$ cat config.mk
export PLATFORM = sky130hd
export DESIGN_NAME = sac_ctrl
export DESIGN_NICKNAME = d
export VERILOG_FILES = /design/src/rtl/core/sac_pkg.sv /design/src/rtl/core/sac_ctrl.sv
export VERILOG_INCLUDE_DIRS = /design/src /design/src/rtl/core
export SDC_FILE = /design/constraint.sdc
export NUM_CORES = 1
export LEC_CHECK = 0
export CORE_AREA = 2 2 39 41
export CTS_CLUSTER_SIZE = 20
export DETAILED_ROUTE_END_ITERATION = 8
export DIE_AREA = 0 0 41 43
export DONT_BUFFER_PORTS = 1
export PLACE_DENSITY = 0.59
export SYNTH_ARGS = -nofsm -noshare
export SYNTH_HDL_FRONTEND = slang
export SYNTH_SLANG_ARGS = --single-unit
$ cat constraint.sdc
create_clock -name clk -period 4.4 [get_ports clk]
set_clock_uncertainty 0.15 [all_clocks]
set_input_delay 0.22 -clock clk [delete_from_list [all_inputs] [get_ports clk]]
set_output_delay 0.22 -clock clk [all_outputs]
set_load 0.05 [all_outputs]
$ cat src/rtl/core/assert_macros.svh
// assertion macros for the rtl
`ifndef ASSERT_MACROS_SVH
`define ASSERT_MACROS_SVH

// checked on every clock, off while in reset
`define AST_CLK(lbl, prop, msg) \
  lbl: assert property (@(posedge clk) disable iff (!rst_n) (prop)) else $error(msg);

// checked on every clock, including reset
`define AST_ALL(lbl, prop, msg) \
  lbl: assert property (@(posedge clk) (prop)) else $error(msg);

`endif

$ cat src/rtl/core/sac_pkg.sv
`timescale 1ns / 1ps
// ----------------------------------------------------------------------------
// sac_pkg
// Shared types and constants of the set-associative cache tag store.
// ----------------------------------------------------------------------------
package sac_pkg;

  localparam int MAX_INDEX_BITS = 10;
  localparam int WAYS           = 8;
  localparam int ADDR_BITS      = 32;
  localparam int NUM_SETS       = 1 << MAX_INDEX_BITS;
  localparam int TAG_BITS       = ADDR_BITS - 2;
  localparam int AGE_BITS       = 3;
  localparam int WAY_BITS       = 3;
  localparam int AGE_MAX        = WAYS - 1;
  localparam int MEM_COST       = 100;
  localparam int CYCLE_MAX      = 65535;

  localparam int IN_TDATA_W  = 40;
  localparam int OUT_TDATA_W = 24;
  localparam int CFG_ADDR_W  = 3;
  localparam int CFG_DATA_W  = 4;

  typedef enum logic [CFG_ADDR_W-1:0] {
    REG_LRU_MODE       = 3'd0,
    REG_WRITE_ALLOCATE = 3'd1,
    REG_WRITE_BACK     = 3'd2,
    REG_INDEX_BITS     = 3'd3,
    REG_OFFSET_BITS    = 3'd4,
    REG_WAYS_IN_USE    = 3'd5
  } cfg_reg_t;

  typedef logic [MAX_INDEX_BITS-1:0] set_idx_t;

  typedef struct packed {
    logic [TAG_BITS-1:0] tag;
    logic [AGE_BITS-1:0] age;
    logic                dirty;
    logic                valid;
  } line_t;

  typedef line_t [WAYS-1:0] row_t;

  localparam int ROW_BITS = $bits(row_t);

  // controller to datapath
  typedef struct packed {
    logic     rd_en;     // read the set of the incoming word
    logic     clr_en;    // clearing pass write
    set_idx_t clr_set;
    logic     eval_en;   // update the set and load the result register
  } sac_cmd_t;

endpackage

$ cat src/rtl/core/sac_ctrl.sv
`timescale 1ns / 1ps
// ----------------------------------------------------------------------------
// sac_ctrl
// Sequencer: clearing pass after reset, accept, evaluate, result handoff.
// ----------------------------------------------------------------------------
`include "assert_macros.svh"

module sac_ctrl (
  input  logic              clk,
  input  logic              rst_n,
  input  logic              in_tvalid,
  output logic              in_tready,
  output logic              out_tvalid,
  input  logic              out_tready,
  output sac_pkg::sac_cmd_t cmd
);
  import sac_pkg::*;

  typedef enum logic [1:0] {
    S_CLEAR,
    S_IDLE,
    S_EVAL
  } state_t;

  state_t   state_r, state_nxt;
  set_idx_t clr_cnt_r, clr_cnt_nxt;
  logic     out_tvalid_r, out_tvalid_nxt;
  logic     out_free;
  logic     accept;

  assign in_tready = (state_r == S_IDLE);
  assign accept    = in_tvalid && in_tready;
  assign out_free  = !out_tvalid_r || out_tready;

  always_comb begin
    state_nxt      = state_r;
    clr_cnt_nxt    = clr_cnt_r;
    out_tvalid_nxt = out_tvalid_r && !out_tready;
    cmd            = '0;
    cmd.clr_set    = clr_cnt_r;
    case (state_r)
      S_CLEAR: begin
        cmd.clr_en  = 1'b1;
        clr_cnt_nxt = clr_cnt_r + 1'b1;
        if (&clr_cnt_r) begin
          state_nxt = S_IDLE;
        end
      end
      S_IDLE: begin
        cmd.rd_en = accept;
        if (accept) begin
          state_nxt = S_EVAL;
        end
      end
      S_EVAL: begin
        // hold the set until the result register can take the word
        if (out_free) begin
          cmd.eval_en    = 1'b1;
          out_tvalid_nxt = 1'b1;
          state_nxt      = S_IDLE;
        end
      end
      default: begin
        state_nxt = S_IDLE;
      end
    endcase
  end

  always_ff @(posedge clk) begin
    if (!rst_n) begin
      state_r      <= S_CLEAR;
      clr_cnt_r    <= '0;
      out_tvalid_r <= 1'b0;
    end else begin
      state_r      <= state_nxt;
      clr_cnt_r    <= clr_cnt_nxt;
      out_tvalid_r <= out_tvalid_nxt;
    end
  end

  assign out_tvalid = out_tvalid_r;

  `AST_CLK(a_no_read_in_clear, (state_r == S_CLEAR) |-> !cmd.rd_en && !cmd.eval_en, "access during clearing pass")
  `AST_CLK(a_accept_to_eval, accept |=> (state_r == S_EVAL), "accepted word not evaluated")
  `AST_CLK(a_eval_gives_word, cmd.eval_en |=> out_tvalid_r, "evaluated word not presented")
  `AST_CLK(a_clear_wraps, (state_r == S_CLEAR) && (&clr_cnt_r) |=> (state_r == S_IDLE), "clearing pass overrun")

endmodule

==> impl_results.md, run 1 <==
* Launch point of the worst reg-to-reg path: clr_cnt_r[0]$_SDFFE_PN0N_
* Total via count after detailed routing at 511
* Start point of the critical path: out_tvalid$_SDFF_PN0_
* Initial Util at 0.4539
* Post-synthesis instance area at 628.1 sq um
* LEAKAGE at roughly 0.00022 uW
* Final weighted congestion in routability-driven placement at approximately 0.7
* Required time of the critical path at 4.03 ns
* Initial DRT Pass Iterations at 4
* Final-layout fill cell count at 144
* DP Wirelength at roughly 830 um
* Max capacitance violation total at 0
* Number of design-rule violations left by the first detailed-router iteration at 7
* Final Max Tran Viols at 0
* Die area at 0.001763 sq mm
* Final routed DRC violation total at 0
* CP arrival at 1.72 ns
* Core area at approximately 0.0014 sq mm
* Synth Register Bits at 13
* Clk root buf: sky130_fd_sc_hd__clkbuf_4
* End point of the critical path: cmd[0]
* Final hold vios at 0
* Critical path launch point type: flip-flop
* Critical Path Sink Type: output pin
* Worst-Skew Late Latency at ~0.27 ns
* Total routed wirelength at 1.140 mm
* Total global routing overflow at 0
* Max_slew headroom at 0.3835
* Worst-case reg-to-reg path depth at 4
* Area growth from synthesis to layout at 7.769%
* Largest net degree at the start of global routing at 10
* Clock tree from TritonCTS: done
* Antenna violations before repair at 0
* Largest fanout of any net on the critical path at 4
* Achievable frequency at 0.4788 GHz
* Fin Hold WS at 0.05029 ns
* TNS Setup at 0 ns
* Post-synth top area share at 0.4143
* GR Util All Layers at 0.1465
* Final nets at ~80
* Transition at the pin with the smallest max-transition slack at 0.9229 ns
* Synth area leaders: sky130_fd_sc_hd__dfxtp_1 (41%), sky130_fd_sc_hd__nand2_1 (6.0%), sky130_fd_sc_hd__a21oi_1 (4.8%)
* Worst ir drop on vdd at 0.1744 mV
* DIE HEIGHT at 43 um
* Most common cell in the synthesized netlist: sky130_fd_sc_hd__dfxtp_1
* Run status: finished, final reports clean
* Number of sinks on the clock net at 13
* Most frequent cells after synthesis: sky130_fd_sc_hd__dfxtp_1 (13), sky130_fd_sc_hd__nand2_1 (10), sky130_fd_sc_hd__a21oi_1 (6)
* Main synth FF type: sky130_fd_sc_hd__dfxtp_1
* Placement Rows at 14
* Final setup violating endpoints at 0
* Final cycle utilization of the critical path at 0.4747
* Synthesized area per cell at 8.604 sq um
* Library cells used by synthesis at 29
* Post-synthesis async set-or-reset flop share at 0
* Worst setup path category: flip-flop to output pin
* Antenna Violating Nets Remaining at 0
* Worst setup slack for register-to-register paths at approximately 2.3 ns
* Pwr dens at 314.8 mW/mm^2
* Clock Pin Slew Worst Setup and Hold Paths at 0.08 ns
* H-Tree Level Count at 1
* Diodes inserted at 0
* Seq/Total Area, Yosys at 0.4143
* Period minus WS final at 2.089 ns
* Post-synth net total at 78
* Number of global-route vias before repair at 430
* Post-synthesis cell type with the largest combined area: sky130_fd_sc_hd__dfxtp_1
* Number of standard cells after synthesis at 73
* Global-route wire length before repair at 1.738 mm
* Die boundary width at 41 um
* RSZ-0062 raised after global routing: false
* Number of synthesized flops with an enable pin at 0
* I/O pin cnt at 19
* Maximum number of buffers from clock root to sink at 2
* Number of port buffers at 0
* Reg-to-reg endpoint: state_r[0]$_SDFFE_PN0P_
* Drt via density at 5.554
* Avg WL per Cell at 12.39 um
* Number of buffers added by the clock tree synthesis step at 3
* Share of final-layout standard cells stronger than drive strength 1 at 0.1053
* Count of yosys warnings during synthesis at 0
* HP Class: primary input to flip-flop
## routing by layer
layer  part of all wire  up-vias  global-route usage  wire [um]
met1               0.47      232              0.1869        535
met5                  0        -                   0          0
met4              0.011        0             0.08000         13
met3              0.062        2             0.05759         71
li1                   -      260                   -          -
met2               0.46       17              0.2031        520
## critical path, cell delays in order, from the launching register on
cell and delay (ns):
sky130_fd_sc_hd__dfxtp_1 0.48, sky130_fd_sc_hd__nand2b_1 0.21, sky130_fd_sc_hd__nor2b_1 0.76
## cells by family (layout without fill, tap and decap cells)
family          count (synthesis)  in the layout  synth area share
compound gates                 13             13            0.1136
xor+xnor                        2              2           0.02789
fa+ha+maj                       1              1           0.01992
buf+inv                         8             11           0.04781
flops                          13             13            0.4143
mux                             3              3           0.04781
simple gates                   33             33            0.3287
## through the flow
step                  util  setup WS, ns  area [sq um]  power [uW]  cells
floorplan                -         2.452         628.1       141.7     73
global placement    0.4629         2.395         640.6       142.4     87
detailed placement  0.4629         2.343         640.6       142.8     87
CTS                 0.4892         2.294         676.9       216.3     92
global route        0.4892         2.218         676.9       222.7     92
finish              0.4892         2.311         676.9       213.1     92
## power by group
group          total, uW  internal [uW]  switching [uW]  leakage (uW)
Sequential           132            120            11.8      0.000105
Combinational       9.48           4.33            5.15      0.000104
Clock               71.9           35.1            36.8     0.0000150
Total                213            159            53.8      0.000224
## worst min path at each step
stage / startpoint / to / slack [ns] / cells past startpoint
floorplan: out_tready / out_tvalid$_SDFF_PN0_ / 0.31 / 2
global route: rst_n / state_r[0]$_SDFFE_PN0P_ / 0.05 / 2
CTS: rst_n / clr_cnt_r[0]$_SDFFE_PN0N_ / 0.05 / 2
detailed placement: rst_n / state_r[1]$_SDFFE_PN0P_ / 0.20 / 1
global placement: rst_n / state_r[1]$_SDFFE_PN0P_ / 0.19 / 1
finish: rst_n / state_r[0]$_SDFFE_PN0P_ / 0.05 / 2
## flip-flops by register name, indices dropped and copies added, names as in the netlist
register / flops
out_tvalid: 1
clr_cnt_r: 10
state_r: 2
## layout by cell type (no fill, tap or decap)
cell                            synthesis  layout
sky130_fd_sc_hd__nor4_1                 1       1
sky130_fd_sc_hd__nand4_2                1       1
sky130_fd_sc_hd__ha_1                   1       1
sky130_fd_sc_hd__clkbuf_4               0       3
sky130_fd_sc_hd__dfxtp_1               13      13
sky130_fd_sc_hd__or3_2                  2       2
sky130_fd_sc_hd__nand3_1                2       2
sky130_fd_sc_hd__nor2_1                 3       3
sky130_fd_sc_hd__xnor2_1                2       2
sky130_fd_sc_hd__or3_1                  1       1
sky130_fd_sc_hd__o21a_1                 1       1
sky130_fd_sc_hd__nor2b_1                1       1
sky130_fd_sc_hd__a31oi_1                1       1
sky130_fd_sc_hd__nor3b_1                1       1
sky130_fd_sc_hd__and2_1                 1       1
sky130_fd_sc_hd__clkbuf_1               2       1
sky130_fd_sc_hd__or2_1                  1       1
sky130_fd_sc_hd__o31ai_1                1       1
sky130_fd_sc_hd__clkinv_1               1       1
sky130_fd_sc_hd__nor3_1                 2       2
sky130_fd_sc_hd__nand2b_1               2       2
sky130_fd_sc_hd__inv_1                  5       5
sky130_fd_sc_hd__mux2i_1                3       3
sky130_fd_sc_hd__a21oi_1                6       6
sky130_fd_sc_hd__nand4bb_4              1       1
sky130_fd_sc_hd__and2b_2                1       1
sky130_fd_sc_hd__dlygate4sd3_1          0       1
sky130_fd_sc_hd__or2b_1                 1       1
sky130_fd_sc_hd__o21ai_0                4       4
sky130_fd_sc_hd__nand2_1               10      10
sky130_fd_sc_hd__or4_1                  2       2
## area by class of cell
type | count | area [sq um] | area share
Tap cell | 16 | 20.02 | 0.02957
Sequential cell | 13 | 260.3 | 0.3845
Timing Repair Buffer | 1 | 10.01 | 0.01479
Inverter | 6 | 22.52 | 0.03327
Multi-Input combinational cell | 52 | 337.8 | 0.4991
Clock buffer | 4 | 26.28 | 0.03882
## what timing repair did
item	CTS	global route
setup endpoints to repair	0	0
buffers inserted	0	0
resized for setup	0	0
hold endpoints to repair	4	0
hold buffers	1	0
(Power assumes the default switching activity.)
==> run 2: changes to the inputs <==
Settings changed: ABC_AREA set to 1, CORE_AREA 2 2 39 41 to unset, CORE_UTILIZATION set to 50, DIE_AREA 0 0 41 43 to unset, PLACE_DENSITY 0.59 to 0.62.
Clock period 4.4 ns to 2.1 ns, I/O delays scaled along.
==> impl_results.md, run 2 <==
* Cell chain of the critical path: nand2_1, inv_1, nand2_1, inv_1, buf_4 (was nand2b_1, nor2b_1)
* Area growth from synthesis to layout at 27.29% (was 7.769%)
* Clock tree from TritonCTS: done (unchanged)
* Number of synthesized flops with an enable pin at 0 (unchanged)
* Total of cells resized after clock tree synthesis at 0 (unchanged)
* Crit path largest cell delay at 0.40 ns (was 0.76 ns)
* Die area at 0.001460 sq mm (was 0.001763 sq mm)
* LEAKAGE at 0.0004060 uW (was 0.0002242 uW)
* Synth area leaders: sky130_fd_sc_hd__dfxtp_1 (40%), sky130_fd_sc_hd__nand2_1 (13%), sky130_fd_sc_hd__inv_1 (10%) (was sky130_fd_sc_hd__dfxtp_1 (41%), sky130_fd_sc_hd__nand2_1 (6.0%), sky130_fd_sc_hd__a21oi_1 (4.8%))
* Library cells used by synthesis at 17 (was 29)
* Initial DRT Pass Iterations at 3 (was 4)
* Flip-flop count of the largest register, all copies and words added at 10 (unchanged)
* Die boundary width at 38.21 um (was 41 um)
* Max_slew headroom at 0.7077 (was 0.3835)
* DIE HEIGHT at 38.21 um (was 43 um)
* Synth Register Bits at 13 (unchanged)
* Worst-path cell with the longest stage delay: sky130_fd_sc_hd__dfxtp_1 (was sky130_fd_sc_hd__nor2b_1)
* Share of final-layout standard cells stronger than drive strength 1 at 0.1966 (was 0.1053)
* Post-synthesis cell type with the largest combined area: sky130_fd_sc_hd__dfxtp_1 (unchanged)
* DP Wirelength at 1.112 mm (was 833.1 um)
* Final-layout fill cell count at 101 (was 144)
* I/O pin cnt at 19 (unchanged)
* Endpoint with the worst hold slack: clr_cnt_r[3]$_SDFFE_PN0N_ (was state_r[0]$_SDFFE_PN0P_)
* Clk root buf: sky130_fd_sc_hd__clkbuf_4 (unchanged)
* Worst-case reg-to-reg path depth at 8 (was 4)
* Final weighted congestion in routability-driven placement at 0.7185 (was 0.6851)
* Postcts setup bufs at 0 (unchanged)
* Worst setup path category: flip-flop to output pin (unchanged)
* Number of port buffers at 0 (unchanged)
* Antenna violations before repair at 0 (unchanged)
* Most common cell in the synthesized netlist: sky130_fd_sc_hd__nand2_1 (was sky130_fd_sc_hd__dfxtp_1)
* Worst Hold Depth at 2 (unchanged)
* TNS Setup at 0 ns (unchanged)
* Largest net degree at the start of global routing at 9 (was 10)
* Number of design-rule violations left by the first detailed-router iteration at 7 (unchanged)
* Reg-to-reg endpoint: clr_cnt_r[7]$_SDFFE_PN0N_ (was state_r[0]$_SDFFE_PN0P_)
* Number of global-route vias before repair at 565 (was 430)
* Number of sinks on the clock net at 13 (unchanged)
* Total routed wirelength at 1.441 mm (was 1.140 mm)
* Main synth FF type: sky130_fd_sc_hd__dfxtp_1 (unchanged)
* Util after Layout at 0.7219 (was 0.4892)
* Launch point of the worst reg-to-reg path: clr_cnt_r[1]$_SDFFE_PN0N_ (was clr_cnt_r[0]$_SDFFE_PN0N_)
* Register area at 260.3 sq um (unchanged)
* Final nets at 123 (was 82)
* Most flops, register: clr_cnt_r (unchanged)
* Required time of the critical path at 1.85 ns (was 4.03 ns)
* Diodes inserted at 0 (unchanged)
* CP arrival at 1.51 ns (was 1.72 ns)
* Worst ir drop on vdd at 0.4887 mV (was 0.1744 mV)
* Critical Path Sink Type: output pin (unchanged)
* Post-synthesis instance area at 655.6 sq um (was 628.1 sq um)
* Total via count after detailed routing at 625 (was 511)
* Period minus WS final at 1.761 ns
* Post-synth net total at 101 (was 78)
* Worst hold start: clr_cnt_r[3]$_SDFFE_PN0N_ (was rst_n)
* Area of combinational cells with multiple inputs at 327.8 sq um (was 337.8 sq um)
* Number of standard cells after synthesis at 96 (was 73)
* Transition at the pin with the smallest max-transition slack at 0.4380 ns (was 0.9229 ns)
* Avg WL per Cell at 11.00 um (was 12.39 um)
* Buf/Inv on CP at 3 (was 0)
* Drt via density at 4.771 (was 5.554)
* HP Class: flip-flop to flip-flop (was primary input to flip-flop)
* Max capacitance violation total at 0 (unchanged)
* Final Max Tran Viols at 0 (unchanged)
* Pwr dens at 581.9 mW/mm^2 (was 314.8 mW/mm^2)
* Global-route wire length before repair at 2.311 mm (was 1.738 mm)
* Placed instance count at 124 (was 87)
* Most frequent cells after synthesis: sky130_fd_sc_hd__nand2_1 (22), sky130_fd_sc_hd__inv_1 (18), sky130_fd_sc_hd__nor2_1 (16) (was sky130_fd_sc_hd__dfxtp_1 (13), sky130_fd_sc_hd__nand2_1 (10), sky130_fd_sc_hd__a21oi_1 (6))
* GR Util All Layers at 0.2390 (was 0.1465)
* Final routed DRC violation total at 0 (unchanged)
* Critical path launch point type: flip-flop (unchanged)
* Commonest non-fill, non-tap cell in the layout: sky130_fd_sc_hd__nand2_1 (was sky130_fd_sc_hd__dfxtp_1)
* Run status: finished, final reports clean (unchanged)
* Kind of cell with the highest combined delay on the critical path: buffers and inverters (was simple AND/OR/NAND/NOR gates)
* Count of yosys warnings during synthesis at 0 (unchanged)
* Most used cells in the layout excluding fill and tap cells: sky130_fd_sc_hd__nand2_1 (22), sky130_fd_sc_hd__inv_1 (18), sky130_fd_sc_hd__nor2_1 (16) (was sky130_fd_sc_hd__dfxtp_1 (13), sky130_fd_sc_hd__nand2_1 (10), sky130_fd_sc_hd__a21oi_1 (6))
* RSZ-0062 raised after global routing: false (unchanged)
* Initial Util at 0.5671 (was 0.4539)
* Number of buffers added by the clock tree synthesis step at 3 (unchanged)
* Total global routing overflow at 0 (unchanged)
* Final cycle utilization of the critical path at 0.8388
* Synthesized area per cell at 6.829 sq um (was 8.604 sq um)
* Min setup slack post-route at 0.3385 ns (was 2.311 ns)
* Largest fanout of any net on the critical path at 3 (was 4)
* Maximum number of buffers from clock root to sink at 2 (unchanged)
* Post-synthesis async set-or-reset flop share at 0 (unchanged)
* Post-placement worst setup slack at 0.6417 ns (was 2.343 ns)
* Final std cells w/o fill at 131 (was 92)
* Final hold vios at 0 (unchanged)
* H-Tree Level Count at 1 (unchanged)
* Achievable frequency at 0.5677 GHz
* Final setup violating endpoints at 0 (unchanged)
* Post-synth top area share at 0.3969 (was 0.4143)
* Clock Pin Slew Worst Setup and Hold Paths at 0.08 ns (about the same)
* Worst-Skew Late Latency at 0.27 ns (about the same)
* Antenna Violating Nets Remaining at 0 (unchanged)
* Logic depth of the worst path, buffers included at 5 (was 2)
* Placement Rows at 12 (was 14)
* Seq/Total Area, Yosys at 0.3969 (was 0.4143)
* Worst setup slack for register-to-register paths at 0.67 ns (was 2.34 ns)
* Core area at 0.001156 sq mm (was 0.001384 sq mm)
run 2: power by group:
group,switching [uW],internal (uW)
sequential,5.30,255
combinational,54.4,24.0
clock,73.8,73.4
total,134,352
run 2: metal layers:
layer,vias up,wire [um],track usage
met3,2,79,0.09884
met4,0,16,0.08036
met2,12,679,0.3856
li1,341,-,-
met1,270,666,0.2826
met5,-,0,0
run 2: cell type report:
class                   count  area share
multi-input cells          65      0.3928
flip-flops and latches     13      0.3118
repair buffers             17      0.1619
inverters                  18     0.08096
clock buffers               4     0.03148
well taps                  14     0.02099
run 2: worst register-to-register path, cell delays in order, from the launching register on:
cell	delay [ns]
sky130_fd_sc_hd__dfxtp_1	0.33
sky130_fd_sc_hd__buf_4	0.21
sky130_fd_sc_hd__nand2_1	0.09
sky130_fd_sc_hd__inv_1	0.11
sky130_fd_sc_hd__nand3_4	0.10
sky130_fd_sc_hd__nor2_4	0.13
sky130_fd_sc_hd__nand2_2	0.06
sky130_fd_sc_hd__o21ai_1	0.12
sky130_fd_sc_hd__nor2_1	0.05
run 2: what timing repair did:
action	in CTS	in global routing
hold buffers	3	0
setup endpoints to repair	0	0
endpoints found under the hold margin	13	0
run 2: cell families (layout without fill, tap and decap cells):
group | count (synthesis) | count (layout) | synth area share
adders and majority gates | 1 | 1 | 0.01908
and+or+nand+nor | 51 | 51 | 0.3760
DFF | 13 | 13 | 0.3969
xor gates and xnor gates | 1 | 1 | 0.01336
AOI/OAI and AO/OA | 12 | 12 | 0.09159
buffers and inverters | 18 | 39 | 0.1030
run 2: worst max-delay path by stage:
stage,start,end,slack [ns]
after floorplan,clr_cnt_r[0]$_SDFFE_PN0N_,clr_cnt_r[8]$_SDFFE_PN0N_,0.28
after global placement,state_r[0]$_SDFFE_PN0P_,cmd[12],0.67
after detailed placement,state_r[0]$_SDFFE_PN0P_,cmd[12],0.64
after CTS,state_r[0]$_SDFFE_PN0P_,cmd[12],0.34
after global routing,state_r[0]$_SDFFE_PN0P_,cmd[12],0.25
final,state_r[0]$_SDFFE_PN0P_,cmd[12],0.34
run 2: stage by stage:
stage               hold WS [ns]  power [uW]  area [sq um]
floorplan                0.07635       319.1         655.6
global placement         0.08320       336.2         778.2
detailed placement       0.08452       337.5         778.2
CTS                       0.3913       492.7         834.6
global route              0.4128       515.5         834.6
finish                    0.3871       485.6         834.6
